### config.mk
export PLATFORM = sky130hd
export DESIGN_NAME = can_config_frame_assembler
export DESIGN_NICKNAME = d
export VERILOG_FILES = /design/src/rtl/ccfa_pkg.sv /design/src/rtl/ccfa_ctrl.sv /design/src/rtl/ccfa_dp.sv /design/src/rtl/can_config_frame_assembler.sv
export SDC_FILE = /design/constraint.sdc
export NUM_CORES = 1
export LEC_CHECK = 0
export ABC_AREA = 1
export BUFFER_PORTS_ARGS = -buffer_cell sky130_fd_sc_hd__buf_2
export CORE_MARGIN = 2
export CORE_UTILIZATION = 30
export DETAILED_ROUTE_END_ITERATION = 16
export PLACE_DENSITY = 0.56
export SKIP_CTS_REPAIR_TIMING = 1
export SYNTH_ARGS = -nofsm -noshare
export SYNTH_HDL_FRONTEND = slang
export SYNTH_HIERARCHICAL = 1
export SYNTH_SLANG_ARGS = --single-unit
### constraint.sdc
create_clock -name clk -period 3.2 [get_ports clk]
set_input_delay 0.64 -clock clk [delete_from_list [all_inputs] [get_ports clk]]
set_output_delay 0.64 -clock clk [all_outputs]
set_load 0.01 [all_outputs]
### src/rtl/ccfa_pkg.sv
// Shared identifiers, result kinds and controller/datapath handshake types.
`timescale 1ns / 1ps
package ccfa_pkg;

	localparam logic [10:0] ID_TOTALS = 11'h400;
	localparam logic [10:0] ID_OUTPUT = 11'h401;
	localparam logic [10:0] ID_SENSOR = 11'h402;
	localparam logic [10:0] ID_DIM    = 11'h403;
	localparam logic [10:0] ID_RESET  = 11'h404;

	localparam logic [1:0] KIND_ECHO   = 2'd0;
	localparam logic [1:0] KIND_OUTPUT = 2'd1;
	localparam logic [1:0] KIND_SENSOR = 2'd2;
	localparam logic [1:0] KIND_DIM    = 2'd3;

	localparam logic [3:0] DLC_MAX       = 4'd8;
	localparam logic [3:0] DLC_MIN_TOTAL = 4'd3;
	localparam logic [3:0] DLC_MIN_ITEM  = 4'd2;

	typedef struct packed {
		logic take;
		logic emit;
	} ccfa_cmd_t;

	typedef struct packed {
		logic out_free;
		logic dump_req;
		logic dump_last;
	} ccfa_sts_t;

endpackage

### src/rtl/ccfa_ctrl.sv
// Controller: accepts frames and sequences the table dump.
`timescale 1ns / 1ps
module ccfa_ctrl (
	input  logic                clk,
	input  logic                arst_n,
	input  logic                rx_valid,
	output logic                rx_stall,
	input  ccfa_pkg::ccfa_sts_t sts,
	output ccfa_pkg::ccfa_cmd_t cmd
);
	import ccfa_pkg::*;

	localparam logic ST_IDLE = 1'b0;
	localparam logic ST_DUMP = 1'b1;

	logic state_q;
	logic state_d;

	always_comb begin
		cmd.take = (state_q == ST_IDLE) && rx_valid && sts.out_free;
		cmd.emit = (state_q == ST_DUMP) && sts.out_free;
		rx_stall = (state_q != ST_IDLE) || !sts.out_free;
	end

	always_comb begin
		state_d = state_q;
		unique case (state_q)
			ST_IDLE: begin
				if (cmd.take && sts.dump_req) begin
					state_d = ST_DUMP;
				end
			end
			ST_DUMP: begin
				if (cmd.emit && sts.dump_last) begin
					state_d = ST_IDLE;
				end
			end
			default: state_d = ST_IDLE;
		endcase
	end

	always_ff @(posedge clk or negedge arst_n) begin
		if (!arst_n) begin
			state_q <= ST_IDLE;
		end else begin
			state_q <= state_d;
		end
	end

endmodule

### src/rtl/ccfa_dp.sv
// Datapath: totals, value tables, dump counter and the output word register.
`timescale 1ns / 1ps
module ccfa_dp #(
	parameter int MAX_OUTPUT_ITEMS = 16,
	parameter int MAX_SENSOR_ITEMS = 5,
	parameter int MAX_DIM_ITEMS    = 4
) (
	input  logic                clk,
	input  logic                arst_n,
	input  ccfa_pkg::ccfa_cmd_t cmd,
	output ccfa_pkg::ccfa_sts_t sts,
	input  logic [10:0]         frame_id,
	input  logic [3:0]          frame_dlc,
	input  logic [7:0]          rx_byte0,
	input  logic [7:0]          rx_byte1,
	input  logic [7:0]          rx_byte2,
	input  logic [7:0]          rx_byte3,
	input  logic [7:0]          rx_byte4,
	input  logic [7:0]          rx_byte5,
	input  logic [7:0]          rx_byte6,
	input  logic [7:0]          rx_byte7,
	output logic                tx_valid,
	input  logic                tx_stall,
	output logic [1:0]          result_kind,
	output logic [10:0]         resp_id,
	output logic [3:0]          resp_dlc,
	output logic [7:0]          echo_byte0,
	output logic [7:0]          echo_byte1,
	output logic [7:0]          echo_byte2,
	output logic [7:0]          echo_byte3,
	output logic [7:0]          echo_byte4,
	output logic [7:0]          echo_byte5,
	output logic [7:0]          echo_byte6,
	output logic [7:0]          echo_byte7,
	output logic                last_of_run
);
	import ccfa_pkg::*;

	localparam int OW = (MAX_OUTPUT_ITEMS > 1) ? $clog2(MAX_OUTPUT_ITEMS) : 1;
	localparam int SW = (MAX_SENSOR_ITEMS > 1) ? $clog2(MAX_SENSOR_ITEMS) : 1;
	localparam int DW = (MAX_DIM_ITEMS > 1) ? $clog2(MAX_DIM_ITEMS) : 1;
	localparam int OTW = $clog2(MAX_OUTPUT_ITEMS + 1);
	localparam int STW = $clog2(MAX_SENSOR_ITEMS + 1);
	localparam int DTW = $clog2(MAX_DIM_ITEMS + 1);
	localparam int MAX_ALL_A = (MAX_OUTPUT_ITEMS > MAX_SENSOR_ITEMS) ?
		MAX_OUTPUT_ITEMS : MAX_SENSOR_ITEMS;
	localparam int MAX_ALL = (MAX_ALL_A > MAX_DIM_ITEMS) ? MAX_ALL_A : MAX_DIM_ITEMS;
	localparam int IW = (MAX_ALL > 1) ? $clog2(MAX_ALL) : 1;

	logic           armed_q;
	logic [OTW-1:0] out_tot_q;
	logic [STW-1:0] sen_tot_q;
	logic [DTW-1:0] dim_tot_q;
	logic [7:0]     out_tab_q [MAX_OUTPUT_ITEMS];
	logic [7:0]     sen_tab_q [MAX_SENSOR_ITEMS];
	logic [7:0]     dim_tab_q [MAX_DIM_ITEMS];
	logic [1:0]     dkind_q;
	logic [IW-1:0]  cnt_q;

	logic           tx_valid_q;
	logic [1:0]     kind_q;
	logic [10:0]    id_q;
	logic [3:0]     dlc_q;
	logic [7:0]     byte_q [8];
	logic           last_q;

	logic [7:0] rx_b [8];
	logic [7:0] echo_b [8];
	logic [3:0] clen;
	logic       id_hit;
	logic       tot_ok;
	logic       item_ok;
	logic       out_wr;
	logic       sen_wr;
	logic       dim_wr;
	logic       dump_end;
	logic       clear;
	logic [7:0] idx_m1;
	logic [7:0] out_clamp;
	logic [7:0] sen_clamp;
	logic [7:0] dim_clamp;
	logic [7:0] ent_val;
	logic [7:0] ent_tot;
	logic       cls_end;

	assign rx_b[0] = rx_byte0;
	assign rx_b[1] = rx_byte1;
	assign rx_b[2] = rx_byte2;
	assign rx_b[3] = rx_byte3;
	assign rx_b[4] = rx_byte4;
	assign rx_b[5] = rx_byte5;
	assign rx_b[6] = rx_byte6;
	assign rx_b[7] = rx_byte7;

	always_comb begin
		clen = (frame_dlc > DLC_MAX) ? DLC_MAX : frame_dlc;
		for (int i = 0; i < 8; i++) begin
			echo_b[i] = (4'(i) < clen) ? rx_b[i] : 8'd0;
		end
	end

	assign id_hit  = (frame_id >= ID_TOTALS) && (frame_id <= ID_RESET);
	assign tot_ok  = cmd.take && (frame_id == ID_TOTALS) && (frame_dlc >= DLC_MIN_TOTAL);
	assign item_ok = cmd.take && armed_q && (frame_dlc >= DLC_MIN_ITEM) && (rx_byte0 != 8'd0);
	assign idx_m1  = rx_byte0 - 8'd1;
	assign out_wr  = item_ok && (frame_id == ID_OUTPUT) && (rx_byte0 <= 8'(out_tot_q));
	assign sen_wr  = item_ok && (frame_id == ID_SENSOR) && (rx_byte0 <= 8'(sen_tot_q));
	assign dim_wr  = item_ok && (frame_id == ID_DIM) && (rx_byte0 <= 8'(dim_tot_q));

	assign out_clamp = (rx_byte0 > 8'(MAX_OUTPUT_ITEMS)) ? 8'(MAX_OUTPUT_ITEMS) : rx_byte0;
	assign sen_clamp = (rx_byte1 > 8'(MAX_SENSOR_ITEMS)) ? 8'(MAX_SENSOR_ITEMS) : rx_byte1;
	assign dim_clamp = (rx_byte2 > 8'(MAX_DIM_ITEMS)) ? 8'(MAX_DIM_ITEMS) : rx_byte2;

	always_comb begin
		case (dkind_q)
			KIND_OUTPUT: begin
				ent_val = out_tab_q[cnt_q[OW-1:0]];
				ent_tot = 8'(out_tot_q);
				cls_end = (cnt_q == IW'(MAX_OUTPUT_ITEMS - 1));
			end
			KIND_SENSOR: begin
				ent_val = sen_tab_q[cnt_q[SW-1:0]];
				ent_tot = 8'(sen_tot_q);
				cls_end = (cnt_q == IW'(MAX_SENSOR_ITEMS - 1));
			end
			default: begin
				ent_val = dim_tab_q[cnt_q[DW-1:0]];
				ent_tot = 8'(dim_tot_q);
				cls_end = (cnt_q == IW'(MAX_DIM_ITEMS - 1));
			end
		endcase
	end

	assign dump_end = cmd.emit && sts.dump_last;
	assign clear    = tot_ok || dump_end;

	always_comb begin
		sts.out_free  = !tx_valid_q || !tx_stall;
		sts.dump_req  = (frame_id == ID_RESET) && armed_q;
		sts.dump_last = (dkind_q == KIND_DIM) && cls_end;
	end

	always_ff @(posedge clk or negedge arst_n) begin
		if (!arst_n) begin
			armed_q   <= 1'b0;
			out_tot_q <= '0;
			sen_tot_q <= '0;
			dim_tot_q <= '0;
			dkind_q   <= KIND_OUTPUT;
			cnt_q     <= '0;
			tx_valid_q <= 1'b0;
			for (int i = 0; i < MAX_OUTPUT_ITEMS; i++) out_tab_q[i] <= 8'd0;
			for (int i = 0; i < MAX_SENSOR_ITEMS; i++) sen_tab_q[i] <= 8'd0;
			for (int i = 0; i < MAX_DIM_ITEMS; i++) dim_tab_q[i] <= 8'd0;
		end else begin
			if (clear) begin
				for (int i = 0; i < MAX_OUTPUT_ITEMS; i++) out_tab_q[i] <= 8'd0;
				for (int i = 0; i < MAX_SENSOR_ITEMS; i++) sen_tab_q[i] <= 8'd0;
				for (int i = 0; i < MAX_DIM_ITEMS; i++) dim_tab_q[i] <= 8'd0;
			end
			if (tot_ok) begin
				armed_q   <= 1'b1;
				out_tot_q <= OTW'(out_clamp);
				sen_tot_q <= STW'(sen_clamp);
				dim_tot_q <= DTW'(dim_clamp);
			end
			if (dump_end) begin
				armed_q   <= 1'b0;
				out_tot_q <= '0;
				sen_tot_q <= '0;
				dim_tot_q <= '0;
			end
			if (out_wr) out_tab_q[idx_m1[OW-1:0]] <= rx_byte1;
			if (sen_wr) sen_tab_q[idx_m1[SW-1:0]] <= rx_byte1;
			if (dim_wr) dim_tab_q[idx_m1[DW-1:0]] <= rx_byte1;

			if (cmd.take && sts.dump_req) begin
				dkind_q <= KIND_OUTPUT;
				cnt_q   <= '0;
			end else if (cmd.emit) begin
				if (cls_end) begin
					dkind_q <= (dkind_q == KIND_OUTPUT) ? KIND_SENSOR : KIND_DIM;
					cnt_q   <= '0;
				end else begin
					cnt_q <= cnt_q + IW'(1);
				end
			end

			if ((cmd.take && id_hit) || cmd.emit) begin
				tx_valid_q <= 1'b1;
			end else if (!tx_stall) begin
				tx_valid_q <= 1'b0;
			end
		end
	end

	always_ff @(posedge clk) begin
		if (cmd.take && id_hit) begin
			kind_q <= KIND_ECHO;
			id_q   <= frame_id;
			dlc_q  <= clen;
			for (int i = 0; i < 8; i++) byte_q[i] <= echo_b[i];
			last_q <= !sts.dump_req;
		end else if (cmd.emit) begin
			kind_q    <= dkind_q;
			id_q      <= ID_RESET;
			dlc_q     <= 4'd0;
			byte_q[0] <= 8'(cnt_q);
			byte_q[1] <= ent_val;
			byte_q[2] <= ent_tot;
			for (int i = 3; i < 8; i++) byte_q[i] <= 8'd0;
			last_q <= sts.dump_last;
		end
	end

	assign tx_valid    = tx_valid_q;
	assign result_kind = kind_q;
	assign resp_id     = id_q;
	assign resp_dlc    = dlc_q;
	assign echo_byte0  = byte_q[0];
	assign echo_byte1  = byte_q[1];
	assign echo_byte2  = byte_q[2];
	assign echo_byte3  = byte_q[3];
	assign echo_byte4  = byte_q[4];
	assign echo_byte5  = byte_q[5];
	assign echo_byte6  = byte_q[6];
	assign echo_byte7  = byte_q[7];
	assign last_of_run = last_q;

endmodule

### src/rtl/can_config_frame_assembler.sv
// Top level of the CAN configuration frame assembler.
// Input channel rx: one received frame per word (frame_id, frame_dlc, rx_byte0..7),
// taken when rx_valid is high and rx_stall is low.
// Output channel tx: one result per word (result_kind, resp_id, resp_dlc,
// echo_byte0..7, last_of_run), taken when tx_valid is high and tx_stall is low.
// Frames 0x400..0x404 give an echo word in the cycle after acceptance; other
// identifiers are taken and give nothing.
// An armed reset command gives the echo followed by one dump word per table
// entry, one per cycle from the output register while tx is not stalled, so
// MAX_OUTPUT_ITEMS + MAX_SENSOR_ITEMS + MAX_DIM_ITEMS + 1 words (26 by default);
// the dump sequencer holds rx_stall high until the last word is loaded.
// For any other frame, a new frame is taken while the previous result still
// sits in the output register if tx is not stalled.
// A stalled tx word holds, and rx_stall rises until the register frees up.
// Reset clears the totals, tables and armed flag and empties the output register.
`timescale 1ns / 1ps
module can_config_frame_assembler #(
	parameter int MAX_OUTPUT_ITEMS = 16,
	parameter int MAX_SENSOR_ITEMS = 5,
	parameter int MAX_DIM_ITEMS    = 4
) (
	input  logic        clk,
	input  logic        arst_n,
	input  logic        rx_valid,
	output logic        rx_stall,
	input  logic [10:0] frame_id,
	input  logic [3:0]  frame_dlc,
	input  logic [7:0]  rx_byte0,
	input  logic [7:0]  rx_byte1,
	input  logic [7:0]  rx_byte2,
	input  logic [7:0]  rx_byte3,
	input  logic [7:0]  rx_byte4,
	input  logic [7:0]  rx_byte5,
	input  logic [7:0]  rx_byte6,
	input  logic [7:0]  rx_byte7,
	output logic        tx_valid,
	input  logic        tx_stall,
	output logic [1:0]  result_kind,
	output logic [10:0] resp_id,
	output logic [3:0]  resp_dlc,
	output logic [7:0]  echo_byte0,
	output logic [7:0]  echo_byte1,
	output logic [7:0]  echo_byte2,
	output logic [7:0]  echo_byte3,
	output logic [7:0]  echo_byte4,
	output logic [7:0]  echo_byte5,
	output logic [7:0]  echo_byte6,
	output logic [7:0]  echo_byte7,
	output logic        last_of_run
);
	import ccfa_pkg::*;

	ccfa_cmd_t cmd;
	ccfa_sts_t sts;

	ccfa_ctrl u_ctrl (
		.clk      (clk),
		.arst_n   (arst_n),
		.rx_valid (rx_valid),
		.rx_stall (rx_stall),
		.sts      (sts),
		.cmd      (cmd)
	);

	ccfa_dp #(
		.MAX_OUTPUT_ITEMS (MAX_OUTPUT_ITEMS),
		.MAX_SENSOR_ITEMS (MAX_SENSOR_ITEMS),
		.MAX_DIM_ITEMS    (MAX_DIM_ITEMS)
	) u_dp (
		.clk         (clk),
		.arst_n      (arst_n),
		.cmd         (cmd),
		.sts         (sts),
		.frame_id    (frame_id),
		.frame_dlc   (frame_dlc),
		.rx_byte0    (rx_byte0),
		.rx_byte1    (rx_byte1),
		.rx_byte2    (rx_byte2),
		.rx_byte3    (rx_byte3),
		.rx_byte4    (rx_byte4),
		.rx_byte5    (rx_byte5),
		.rx_byte6    (rx_byte6),
		.rx_byte7    (rx_byte7),
		.tx_valid    (tx_valid),
		.tx_stall    (tx_stall),
		.result_kind (result_kind),
		.resp_id     (resp_id),
		.resp_dlc    (resp_dlc),
		.echo_byte0  (echo_byte0),
		.echo_byte1  (echo_byte1),
		.echo_byte2  (echo_byte2),
		.echo_byte3  (echo_byte3),
		.echo_byte4  (echo_byte4),
		.echo_byte5  (echo_byte5),
		.echo_byte6  (echo_byte6),
		.echo_byte7  (echo_byte7),
		.last_of_run (last_of_run)
	);

endmodule

==> run summary, run 1 <==
==================================================================================================
Cell occurring most often along the worst timing path                                      nand2_1
Final worst-path cycle share                                                                0.8490
Sequential fraction of the synthesis area                                                   0.4355
Setup repair after global routing missed its margin                                          false
Clock latency of the later-clocked register in the worst-skew pair                         0.57 ns
Final Hold Fails                                                                                 0
Worst path max stage delay                                                                 0.56 ns
Sinks on the clock net                                                                         302
Largest fanout of any net on the critical path                                                  25
Post-synthesis adder-cell area fraction                                                    0.01412
Number of clock buffers inserted by TritonCTS                                                   38
Cell variety after synth                                                                        43
Cell leakage power                                                                        11.29 nW
Detailed-routing iteration count for the pre-antenna-repair pass                                 6
DRC violations left                                                                              0
Cells taking the most area after synthesis                                            dfrtp_1 (31%), nand2_1 (19%), edfxtp_1 (9.7%)
Placeable Area                                                                         0.05869 mm²
Post-route setup TNS                                                                          0 ns
Critical Path Slowest Stage Cell                                                           dfstp_2
Hold/Removal Path Class                                                               input port to async pin
Max Buffers Root-to-Sink                                                                         3
Clock transition time at the flip-flop clock pins of the worst setup and hold paths        0.06 ns
Library cell occupying the most area in the post-synthesis netlist                         dfrtp_1
Critical path data arrival time                                                            3.14 ns
Setup-failing EPs final                                                                          0
Dominant register cell in the synthesized netlist                                          dfrtp_1
Starting density of the core                                                                0.3020
CTS root buffer                                                                          clkbuf_16
Main combinational cell family by area after synthesis                                simple AND/OR/NAND/NOR gates
Net total in the final layout                                                                 2713
Kind of critical path                                                                 flop to flop
Max-slew violation count                                                                         0
CTS tree                                                                                       yes
Maximum number of pins on one net before global-route repair                                   129
First-pass GRT wire length                                                                92600 µm
Worst setup skew after layout                                                           0.04290 ns
Proportion of netlist area held by the largest area contributor                             0.3092
Least-Margin Pin Slew                                                                    0.7801 ns
Number of antenna cells inserted                                                                 0
IR drop worst, VDD                                                                        358.6 µV
Vertical extent of the die                                                                247.1 µm
Port buffer count                                                                              166
Cell-by-cell trace of the critical path                                               inv_1, ha_1, inv_2, nand2_1, nand2_1, nor2_4, nand4_4, nand2_4, buf_4, nor2_1, nand2_1, o21ai_1
Grt ovf                                                                                          0
# fillers                                                                                     6264
Number of global-route vias before repair                                                    15590
Post-synthesis xor/xnor area fraction                                                    0.0009884
Post-detailed-placement half-perimeter wirelength                                         38890 µm
Io pins                                                                                        167
Final wirelength                                                                          59810 µm
Post-synthesis compound-gate area fraction                                                 0.07384
Type of origin of the critical path                                                           flop
Yosys reg bits                                                                                 302
Via/cell ratio                                                                               4.920
Iter 0 DRT Violations                                                                         1740
Post-synth EDFFs                                                                                57
Per-instance average area after synthesis                                                7.075 µm²
Antenna violations before repair                                                                 0
Routability-driven placement congestion ratio                                               0.8706
Simple-gate area share of the yosys netlist                                                 0.3708
Fraction of layout instances using a drive strength above 1                                 0.1317
Final routed wire length divided by cell count                                            17.55 µm
Endpoint type of the worst setup path                                                         flop
Area of the mapped netlist                                                             0.01772 mm²
Share of synthesized flip-flops with an asynchronous set or reset                           0.7285
Number of rows in the core area                                                                 89
Number of nets with antenna violations after detailed routing                                    0
Final critical-path required period                                                       2.717 ns
CTS H-Tree Depth                                                                                 2
Most common cell in the netlist                                                            nand2_1
Number of instances in the synthesized netlist                                                2505
Total routing resource utilization after global routing                                     0.1937
Final-layout worst hold slack                                                         0.0004500 ns
Top cells by instance count after synthesis                                           nand2_1 (910), inv_1 (245), dfrtp_1 (219)
Number of max-cap violations                                                                     0
WP data required                                                                           3.62 ns
Overall via count from detail_route                                                          16760
Area enclosed by the die boundary                                                      0.06104 mm²
Number of warnings issued by yosys                                                               6
Outcome                                                                               finished clean
Maximum frequency from static timing analysis                                           0.3681 GHz
Layout Area Growth over Synthesis                                                           15.68%
Slew margin rel.                                                                            0.4800
Share of synthesized area spent on multiplexers                                                  0
Overall die width                                                                         247.1 µm
Power Density                                                                         420.5 mW/mm²
==================================================================================================
## logic make-up after synthesis
kind of cell               count (synthesis)
other                                      2
adders and majority gates                 20
buffers and inverters                    428
xor gates and xnor gates                   2
and+or+nand+nor                         1509
AOI/OAI and AO/OA                        242
DFF                                      302
## state kept, by name, summed over array words and instances, names as in the netlist
signal            count
u_dp/resp_id         11
u_dp/armed_q          1
u_dp/out_tab_q      128
u_ctrl/state_q        1
u_dp/result_kind      2
u_dp/last_of_run      1
u_dp/sen_tab_q       40
u_dp/cnt_q            4
u_dp/dim_tab_q       32
u_dp/tx_valid         1
u_dp/dim_tot_q        3
u_dp/byte_q          64
u_dp/out_tot_q        5
u_dp/dkind_q          2
u_dp/resp_dlc         4
u_dp/sen_tot_q        3
## routing by layer
layer / global-route usage / part of all wire / vias to the layer above
li1: - / - / 8241
met1: 0.2699 / 0.45 / 7827
met2: 0.3145 / 0.46 / 613
met3: 0.02442 / 0.071 / 82
met4: 0.05386 / 0.022 / 0
met5: 0 / 0 / -
## worst paths after layout
check	from	slack, ns	endpoint	cells after the start
worst max-delay path	u_dp/dkind_q[0]$_DFFE_PN1P_	0.48	u_dp/sen_tab_q[10]$_DFF_PN0_	12
worst min-delay path	arst_n	0.0004	u_dp/dim_tot_q[1]$_DFFE_PN0P_	1
worst max register to register	u_dp/dkind_q[0]$_DFFE_PN1P_	0.48	u_dp/sen_tab_q[10]$_DFF_PN0_	12
worst min register to register	u_dp/byte_q[0][29]$_SDFFE_PP0P_	0.46	u_dp/byte_q[0][29]$_SDFFE_PP0P_	2
max in group asynchronous	arst_n	2.43	u_dp/out_tab_q[103]$_DFF_PN0_	2
min in group clk	rx_byte3[5]	0.28	u_dp/byte_q[0][29]$_SDFFE_PP0P_	3
## placed cells by master (no fill, tap or decap), types with 4 or more instances in the layout
cell type / count
nand2_1: 908
inv_1: 245
dfrtp_1: 217
nand3_1: 210
nor2_1: 203
buf_2: 165
nand4_1: 139
o21ai_0: 78
o21ai_1: 72
edfxtp_1: 57
a21oi_1: 55
clkbuf_16: 40
buf_4: 31
inv_2: 26
o211ai_1: 25
dfxtp_1: 25
ha_1: 20
buf_12: 15
nand3_2: 11
nor2_4: 8
conb_1: 8
clkbuf_1: 7
clkbuf_8: 6
clkinv_2: 6
nand2_2: 5
nor2_2: 5
nand3_4: 5
o22ai_1: 5
nand2_4: 4
nand4_2: 4
## worst max-delay path, delay by kind of cell (launching register included)
| family | cells | cell delay [ns] |
|---|---|---|
| simple gates | 7 | 0.96 |
| flops | 1 | 0.56 |
| buf+inv | 3 | 0.47 |
| fa+ha+maj | 1 | 0.45 |
| compound gates | 1 | 0.09 |
## stage by stage
| stage | util | std cells | total power, mW | setup slack (ns) | cell area [µm²] |
|---|---|---|---|---|---|
| after floorplan | - | 2511 | 4.232 | 0.01353 | 17750 |
| after detailed placement | 0.3289 | 3343 | 4.501 | 0.2586 | 19300 |
| after CTS | 0.3494 | 3407 | 8.733 | 0.5038 | 20500 |
| final | 0.3494 | 3407 | 8.621 | 0.4831 | 20500 |
| after global placement | 0.3289 | 3343 | 4.498 | 0.2528 | 19300 |
| after global routing | 0.3494 | 3407 | 8.929 | 0.3119 | 20500 |
## power breakdown
group / switching, mW / internal (mW) / total, mW
clock network: 1.77 / 2.43 / 4.19
logic: 0.356 / 0.128 / 0.484
registers: 0.0122 / 3.93 / 3.94
## area by class of cell
class / count / area, µm² / area share
multi-input combinational: 1781 / 8202 / 0.4000
sequential: 302 / 7724 / 0.3767
timing repair buffer: 212 / 1374 / 0.06701
clock buffer: 53 / 1110 / 0.05413
inverter: 275 / 1037 / 0.05059
tap: 773 / 967.2 / 0.04717
clock inverter: 11 / 88.84 / 0.004333
(Power assumes the default switching activity.)
==> run 2, diff against run 1 <==
- clock period: 3.2 -> 2.55 ns (I/O delays scaled with it)
==> run 2 against run 1 <==
Die area did not move. Sequential share of layout area down 0.50 points. Flip-flop and latch count unchanged. Routed wire length is 0.80% higher. Via count increased by 0.99%. Register-to-register slack got worse by 0.26 ns. Utilization up 0.47 points. Hold slack improved by 0.18 ns. Critical endpoint is now u_dp/sen_tab_q[27]$_DFF_PN0_.
==> run summary, run 2 (synthesis results as in run 1) <==
==================================================================================================
Outcome                                                                               finished clean   unchanged
Max FFs per register                                                                           128   unchanged
Maximum number of pins on one net before global-route repair                                   110   was 129
Hold/Removal Path Class                                                               input port to flop   was input port to async pin
Largest fanout of any net on the critical path                                                  63   was 25
Routability-driven placement congestion ratio                                               0.8991   was 0.8706
Area used by multi-input combinational logic                                          0.008202 mm²   unchanged
Most common cell after layout, fill and taps aside                                         nand2_1   unchanged
Clock latency of the later-clocked register in the worst-skew pair                         0.56 ns   was 0.57 ns
Worst setup skew after layout                                                           0.02323 ns   was 0.04290 ns
Antenna violations before repair                                                                 2   was 0
Final routed wire length divided by cell count                                            17.48 µm   was 17.55 µm
Switch share                                                                                0.2444   was 0.2477
Number of nets with antenna violations after detailed routing                                    0   unchanged
Via/cell ratio                                                                               4.908   was 4.920
Critical Path Slowest Stage Cell                                                           dfstp_2   unchanged
Cell-by-cell trace of the critical path                                               inv_1, ha_1, inv_2, nand2_1, nand2_1, nor2_4, nand4_4, nand2_4, buf_12, nor2_1, nand2_1, o21ai_1   was inv_1, ha_1, inv_2, nand2_1, nand2_1, nor2_4, nand4_4, nand2_4, buf_4, nor2_1, nand2_1, o21ai_1
Starting density of the core                                                                0.3020   unchanged
Placeable Area                                                                         0.05869 mm²   unchanged
Power Density                                                                         516.4 mW/mm²   was 420.5 mW/mm²
Iter 0 DRT Violations                                                                         1391   was 1740
Net total in the final layout                                                                 2751   was 2713
Io pins                                                                                        167   unchanged
Overall die width                                                                         247.1 µm   unchanged
Placed Cells incl. Taps                                                                       3381   was 3343
Area enclosed by the die boundary                                                      0.06104 mm²   unchanged
Commonest cells after routing, fill and taps aside                                    nand2_1 (908), inv_1 (245), dfrtp_1 (217)   unchanged
CTS tree                                                                                       yes   unchanged
IR drop worst, VDD                                                                        410.5 µV   was 358.6 µV
Worst path max stage delay                                                                 0.56 ns   about the same
Global routing usage on met1                                                                0.2674   was 0.2699
Number of clock buffers inserted by TritonCTS                                                   37   was 38
Least-Margin Pin Slew                                                                    0.6190 ns   was 0.7801 ns
Final Hold Fails                                                                                 0   unchanged
Layout Area Growth over Synthesis                                                           17.23%   was 15.68%
Type of origin of the critical path                                                           flop   unchanged
CTS root buffer                                                                          clkbuf_16   unchanged
WP data required                                                                           2.96 ns   was 3.62 ns
Vertical extent of the die                                                                247.1 µm   unchanged
Number of max-cap violations                                                                     0   unchanged
Final worst-path cycle share                                                                0.9139   was 0.8490
Global-route met2 utilization                                                               0.3090   was 0.3145
Number of global-route vias before repair                                                    15720   was 15590
Worst slack at placement                                                                 0.1038 ns   was 0.2586 ns
Final critical-path required period                                                       2.330 ns   was 2.717 ns
Grt ovf                                                                                          0   unchanged
Kind of critical path                                                                 flop to flop   unchanged
Seq. cell area                                                                        0.007724 mm²   unchanged
First-pass GRT wire length                                                                93020 µm   was 92600 µm
Total routing resource utilization after global routing                                     0.1951   was 0.1937
Final wirelength                                                                          60280 µm   was 59810 µm
Endpoint type of the worst setup path                                                         flop   unchanged
Clock transition time at the flip-flop clock pins of the worst setup and hold paths        0.06 ns   about the same
Post-route setup TNS                                                                          0 ns   unchanged
Final setup slack of the worst path                                                      0.2196 ns   was 0.4831 ns
Fraction of layout instances using a drive strength above 1                                 0.1425   was 0.1317
P_int                                                                                     8.107 mW   was 6.486 mW
Setup repair after global routing missed its margin                                          false   unchanged
Max-slew violation count                                                                         0   unchanged
Register share of total power                                                                0.461   was 0.457
Critical path data arrival time                                                            2.74 ns   was 3.14 ns
Cell occurring most often along the worst timing path                                      nand2_1   unchanged
Count of placed standard cells in the final layout, fillers left out                          3449   was 3407
Largest registers                                                                     u_dp/out_tab_q x128, u_dp/byte_q x64, u_dp/sen_tab_q x40   unchanged
Maximum frequency from static timing analysis                                           0.4291 GHz   was 0.3681 GHz
Net switching power figure                                                                2.622 mW   was 2.135 mW
Register ranked first by flip-flop count                                              u_dp/out_tab_q   unchanged
Sinks on the clock net                                                                         302   unchanged
# fillers                                                                                     6295   was 6264
Max Buffers Root-to-Sink                                                                         3   unchanged
Cell leakage power                                                                        11.46 nW   was 11.29 nW
Detailed-routing iteration count for the pre-antenna-repair pass                                 5   was 6
Proportion of power drawn by combinational gates                                             0.061   was 0.056
Register-to-Register Setup Slack                                                           0.22 ns   was 0.48 ns
Setup-failing EPs final                                                                          0   unchanged
Slew margin rel.                                                                            0.5873   was 0.4800
CTS H-Tree Depth                                                                                 2   unchanged
Number of rows in the core area                                                                 89   unchanged
Post-detailed-placement half-perimeter wirelength                                         39550 µm   was 38890 µm
GR Util met3                                                                               0.03473   was 0.02442
Port buffer count                                                                              166   unchanged
Power share of the clock group                                                               0.478   was 0.486
DRC violations left                                                                              0   unchanged
Layer with the highest usage after global routing                                             met2   unchanged
Overall via count from detail_route                                                          16930   was 16760
==================================================================================================
==> run 2: cell type report <==
class | count | area share
Sequential cell | 302 | 0.3718
Clock buffer | 55 | 0.05119
Tap cell | 773 | 0.04655
Multi-Input combinational cell | 1781 | 0.3948
Inverter | 275 | 0.04992
Antenna cell | 2 | 0.0002409
Timing Repair Buffer | 251 | 0.08154
Clock inverter | 10 | 0.004035
==> run 2: stage by stage <==
| stage | total power, mW | hold slack (ns) | cell area [µm²] | utilization |
|---|---|---|---|---|
| after floorplan | 5.311 | 0.2144 | 17750 | - |
| final | 10.73 | 0.1776 | 20780 | 0.3540 |
| after global placement | 5.691 | 0.4463 | 19610 | 0.3342 |
| after CTS | 10.87 | -0.1284 | 20760 | 0.3538 |
| after detailed placement | 5.692 | 0.4546 | 19610 | 0.3342 |
| after global routing | 11.12 | 0.1692 | 20770 | 0.3540 |
==> run 2: path summary, 6_finish.rpt <==
check                                                start                               to  depth (start not counted)
max                            u_dp/dkind_q[0]$_DFFE_PN1P_     u_dp/sen_tab_q[27]$_DFF_PN0_                         12
min                                            rx_byte3[6]  u_dp/byte_q[0][30]$_SDFFE_PP0P_                          3
max reg2reg                    u_dp/dkind_q[0]$_DFFE_PN1P_     u_dp/sen_tab_q[27]$_DFF_PN0_                         12
min reg2reg                u_dp/byte_q[0][27]$_SDFFE_PP0P_  u_dp/byte_q[0][27]$_SDFFE_PP0P_                          2
max in group asynchronous                           arst_n     u_dp/out_tab_q[28]$_DFF_PN0_                          3
min in group asynchronous                           arst_n     u_dp/out_tab_q[18]$_DFF_PN0_                          2
==> run 2: worst max-delay path, delay by kind of cell (launching register included) <==
family	cells	cell delay (ns)
AND/OR/NAND/NOR	7	0.75
flip-flops	1	0.56
buffers and inverters	3	0.42
adder cells (fa/ha/maj)	1	0.33
AO/OA/AOI/OAI	1	0.08
==> run 2: power by group through the flow <==
stage               Combinational [mW]  Clock, mW  Sequential [mW]
finish                           0.654       5.13             4.95
global route                     0.717       5.45             4.95
CTS                              0.657       5.27             4.95
detailed placement               0.654          0             5.04
global placement                 0.653          0             5.04
floorplan                        0.267          0             5.04
==> run 2: metal layers <==
layer | part of all wire | wire length, µm
met4 | 0.030 | 1805
met5 | 0 | 0
met1 | 0.44 | 26610
met2 | 0.45 | 27340
met3 | 0.075 | 4529
==> run 3, diff against run 2 <==
- GPL_TIMING_DRIVEN: not set -> 0
==> run 3 against run 2 <==
Power increased by 4.6%. Global-route usage increased by 2.8 points. Largest cell class unchanged. Routed wire length increased by 14%. Critical endpoint is now u_dp/byte_q[0][10]$_DFFE_PP_. Clock power increased by 9.9%. Maximum frequency decreased by 6.0%. Register-to-register slack got worse by 0.15 ns. Flip-flop and latch count unchanged. Hold slack got worse by 0.067 ns. Sequential power about the same.
==> run summary, run 3 (synthesis results as in run 1) <==
==================================================================================================
Iter 0 DRT Violations                                                                         1718   was 1391
Starting density of the core                                                                0.3020   unchanged
Io pins                                                                                        167   unchanged
Routability-driven placement congestion ratio                                               0.9723   was 0.8991
Slew margin rel.                                                                            0.2080   was 0.5873
Critical hold path startpoint                                                          rx_byte3[5]   was rx_byte3[6]
Max Buffers Root-to-Sink                                                                         3   unchanged
Least-Margin Pin Slew                                                                     1.188 ns   was 0.6190 ns
Final-layout worst hold slack                                                            0.1106 ns   was 0.1776 ns
Post-route setup TNS                                                                          0 ns   unchanged
IR drop worst, VDD                                                                        432.7 µV   was 410.5 µV
Net total in the final layout                                                                 2829   was 2751
Worst-case hold path end point                                                        u_dp/byte_q[0][29]$_SDFFE_PP0P_   was u_dp/byte_q[0][30]$_SDFFE_PP0P_
Cell occurring most often along the worst timing path                                      nand2_1   unchanged
Grt ovf                                                                                          0   unchanged
Type of origin of the critical path                                                           flop   unchanged
Outcome                                                                               finished clean   unchanged
Capture instance of the worst register-to-register path                               u_dp/byte_q[0][10]$_DFFE_PP_   was u_dp/sen_tab_q[27]$_DFF_PN0_
R2R Path Start                                                                        u_dp/cnt_q[0]$_DFFE_PN0P_   was u_dp/dkind_q[0]$_DFFE_PN1P_
Setup-failing EPs final                                                                          0   unchanged
Kind of critical path                                                                 flop to flop   unchanged
Detailed-routing iteration count for the pre-antenna-repair pass                                 5   unchanged
CTS root buffer                                                                          clkbuf_16   unchanged
Clock latency of the later-clocked register in the worst-skew pair                         0.60 ns   was 0.56 ns
Maximum number of pins on one net before global-route repair                                   108   was 110
Overall via count from detail_route                                                          17810   was 16930
Commonest cells after routing, fill and taps aside                                    nand2_1 (908), inv_1 (244), buf_2 (233)   was nand2_1 (908), inv_1 (245), dfrtp_1 (217)
Cell leakage power                                                                        11.54 nW   was 11.46 nW
Number of clock buffers inserted by TritonCTS                                                   38   was 37
Post-detailed-placement half-perimeter wirelength                                         48790 µm   was 39550 µm
Maximum frequency from static timing analysis                                           0.4035 GHz   was 0.4291 GHz
Worst path max stage delay                                                                 0.42 ns   was 0.56 ns
Register-to-Register Setup Slack                                                           0.07 ns   was 0.22 ns
Final critical-path required period                                                       2.479 ns   was 2.330 ns
Largest registers                                                                     u_dp/out_tab_q x128, u_dp/byte_q x64, u_dp/sen_tab_q x40   unchanged
Max FFs per register                                                                           128   unchanged
Clock transition time at the flip-flop clock pins of the worst setup and hold paths        0.06 ns   about the same
Total routing resource utilization after global routing                                     0.2230   was 0.1951
Critical Path Slowest Stage Cell                                                           dfrtp_1   was dfstp_2
R2R depth                                                                                       12   unchanged
Vertical extent of the die                                                                247.1 µm   unchanged
Hold/Removal Path Class                                                               input port to flop   unchanged
CTS tree                                                                                       yes   unchanged
Max-slew violation count                                                                         0   unchanged
Antenna violations before repair                                                                 0   was 2
Worst setup skew after layout                                                           0.05166 ns   was 0.02323 ns
DRC violations left                                                                              0   unchanged
Number of instances on the worst hold path                                                       3   unchanged
Overall die width                                                                         247.1 µm   unchanged
Layout Area Growth over Synthesis                                                           18.71%   was 17.23%
Via/cell ratio                                                                               5.047   was 4.908
Number of max-cap violations                                                                     0   unchanged
Final worst-path cycle share                                                                0.9720   was 0.9139
Number of global-route vias before repair                                                    16860   was 15720
Critical path data arrival time                                                            2.83 ns   was 2.74 ns
Most common cell after layout, fill and taps aside                                         nand2_1   unchanged
Port buffer count                                                                              166   unchanged
First-pass GRT wire length                                                               103600 µm   was 93020 µm
Number of nets with antenna violations after detailed routing                                    0   unchanged
Cell-by-cell trace of the critical path                                               buf_2, buf_2, clkbuf_4, nand2_1, o211ai_1, nand2_1, nand2_1, nand2_1, nand2_1, nand3_1, nand2_1, nand2_1   was inv_1, ha_1, inv_2, nand2_1, nand2_1, nor2_4, nand4_4, nand2_4, buf_12, nor2_1, nand2_1, o21ai_1
CTS H-Tree Depth                                                                                 2   unchanged
Final wirelength                                                                          68900 µm   was 60280 µm
Power Density                                                                         533.2 mW/mm²   was 516.4 mW/mm²
Endpoint type of the worst setup path                                                         flop   unchanged
Largest fanout of any net on the critical path                                                  10   was 63
Number of rows in the core area                                                                 89   unchanged
Register ranked first by flip-flop count                                              u_dp/out_tab_q   unchanged
Fraction of layout instances using a drive strength above 1                                 0.1499   was 0.1425
Final routed wire length divided by cell count                                            19.53 µm   was 17.48 µm
Final Hold Fails                                                                                 0   unchanged
Placeable Area                                                                         0.05869 mm²   unchanged
Sinks on the clock net                                                                         302   unchanged
WP data required                                                                           2.90 ns   was 2.96 ns
Area enclosed by the die boundary                                                      0.06104 mm²   unchanged
==================================================================================================
run 3: changes by cell type in the layout (fill, tap and decap cells not counted), sizes merged, moves of 2 or more:
cell      change
inv           -2
buf          +25
clkbuf       +48
clkinvlp      +2
clkinv        +5
bufinv        +3
run 3: report_power, final:
part / leakage, nW / internal [mW] / switching, mW
Combinational: 7.43 / 0.156 / 0.474
Sequential: 3.51 / 4.93 / 0.0142
Clock: 0.613 / 3.29 / 2.35
run 3: worst max-delay path, delay by kind of cell, from the launching register on:
| family | cells | cell delay, ns |
|---|---|---|
| buf+inv | 3 | 0.88 |
| simple gates | 8 | 0.77 |
| flops | 1 | 0.42 |
| compound gates | 1 | 0.16 |
run 3: worst max-delay path by stage:
stage | endpoint | slack, ns | start
finish | u_dp/byte_q[0][10]$_DFFE_PP_ | 0.07 | u_dp/cnt_q[0]$_DFFE_PN0P_
global route | u_dp/out_tab_q[43]$_DFF_PN0_ | -0.004 | u_dp/dkind_q[0]$_DFFE_PN1P_
global placement | u_dp/dim_tab_q[11]$_DFF_PN0_ | -3.40 | arst_n
CTS | u_dp/result_kind[1]$_SDFFE_PP0P_ | -0.40 | u_dp/tx_valid$_DFFE_PN0P_
detailed placement | u_dp/result_kind[0]$_SDFFE_PP0P_ | -0.77 | frame_id[7]
floorplan | u_dp/result_kind[0]$_SDFFE_PP0P_ | 0.10 | frame_id[8]
run 3: area by class of cell:
cell class	instances	area, µm²
multi-input combinational	1781	8232
timing repair buffer	175	950.9
sequential	302	7719
clock buffer	51	1030
inverter	275	1036
clock inverter	18	257.7
fill	6335	37650
antenna	1	2.502
buffer	153	844.6
tap	773	967.2
run 3: per-stage QoR:
step           worst slack (ns)  utilization  power [mW]  instances  cell area [µm²]
6_report                0.07143       0.3585       11.22       3529            21040
4_1_cts                 -0.3952       0.3561       11.32       3521            20900
5_1_grt               -0.004399       0.3585       11.57       3528            21040
2_1_floorplan            0.1019            -       5.311       2511            17750
3_3_place_gp             -3.400       0.3331       5.648       3450            19550
3_5_place_dp            -0.7688       0.3342       5.659       3452            19610
run 3: per-layer routing:
metal	track usage	vias to the layer above	share of wire
li1	-	8489	-
met1	0.2983	8342	0.43
met2	0.3464	815	0.44
met3	0.05123	166	0.096
met4	0.09054	0	0.041
met5	0	-	0
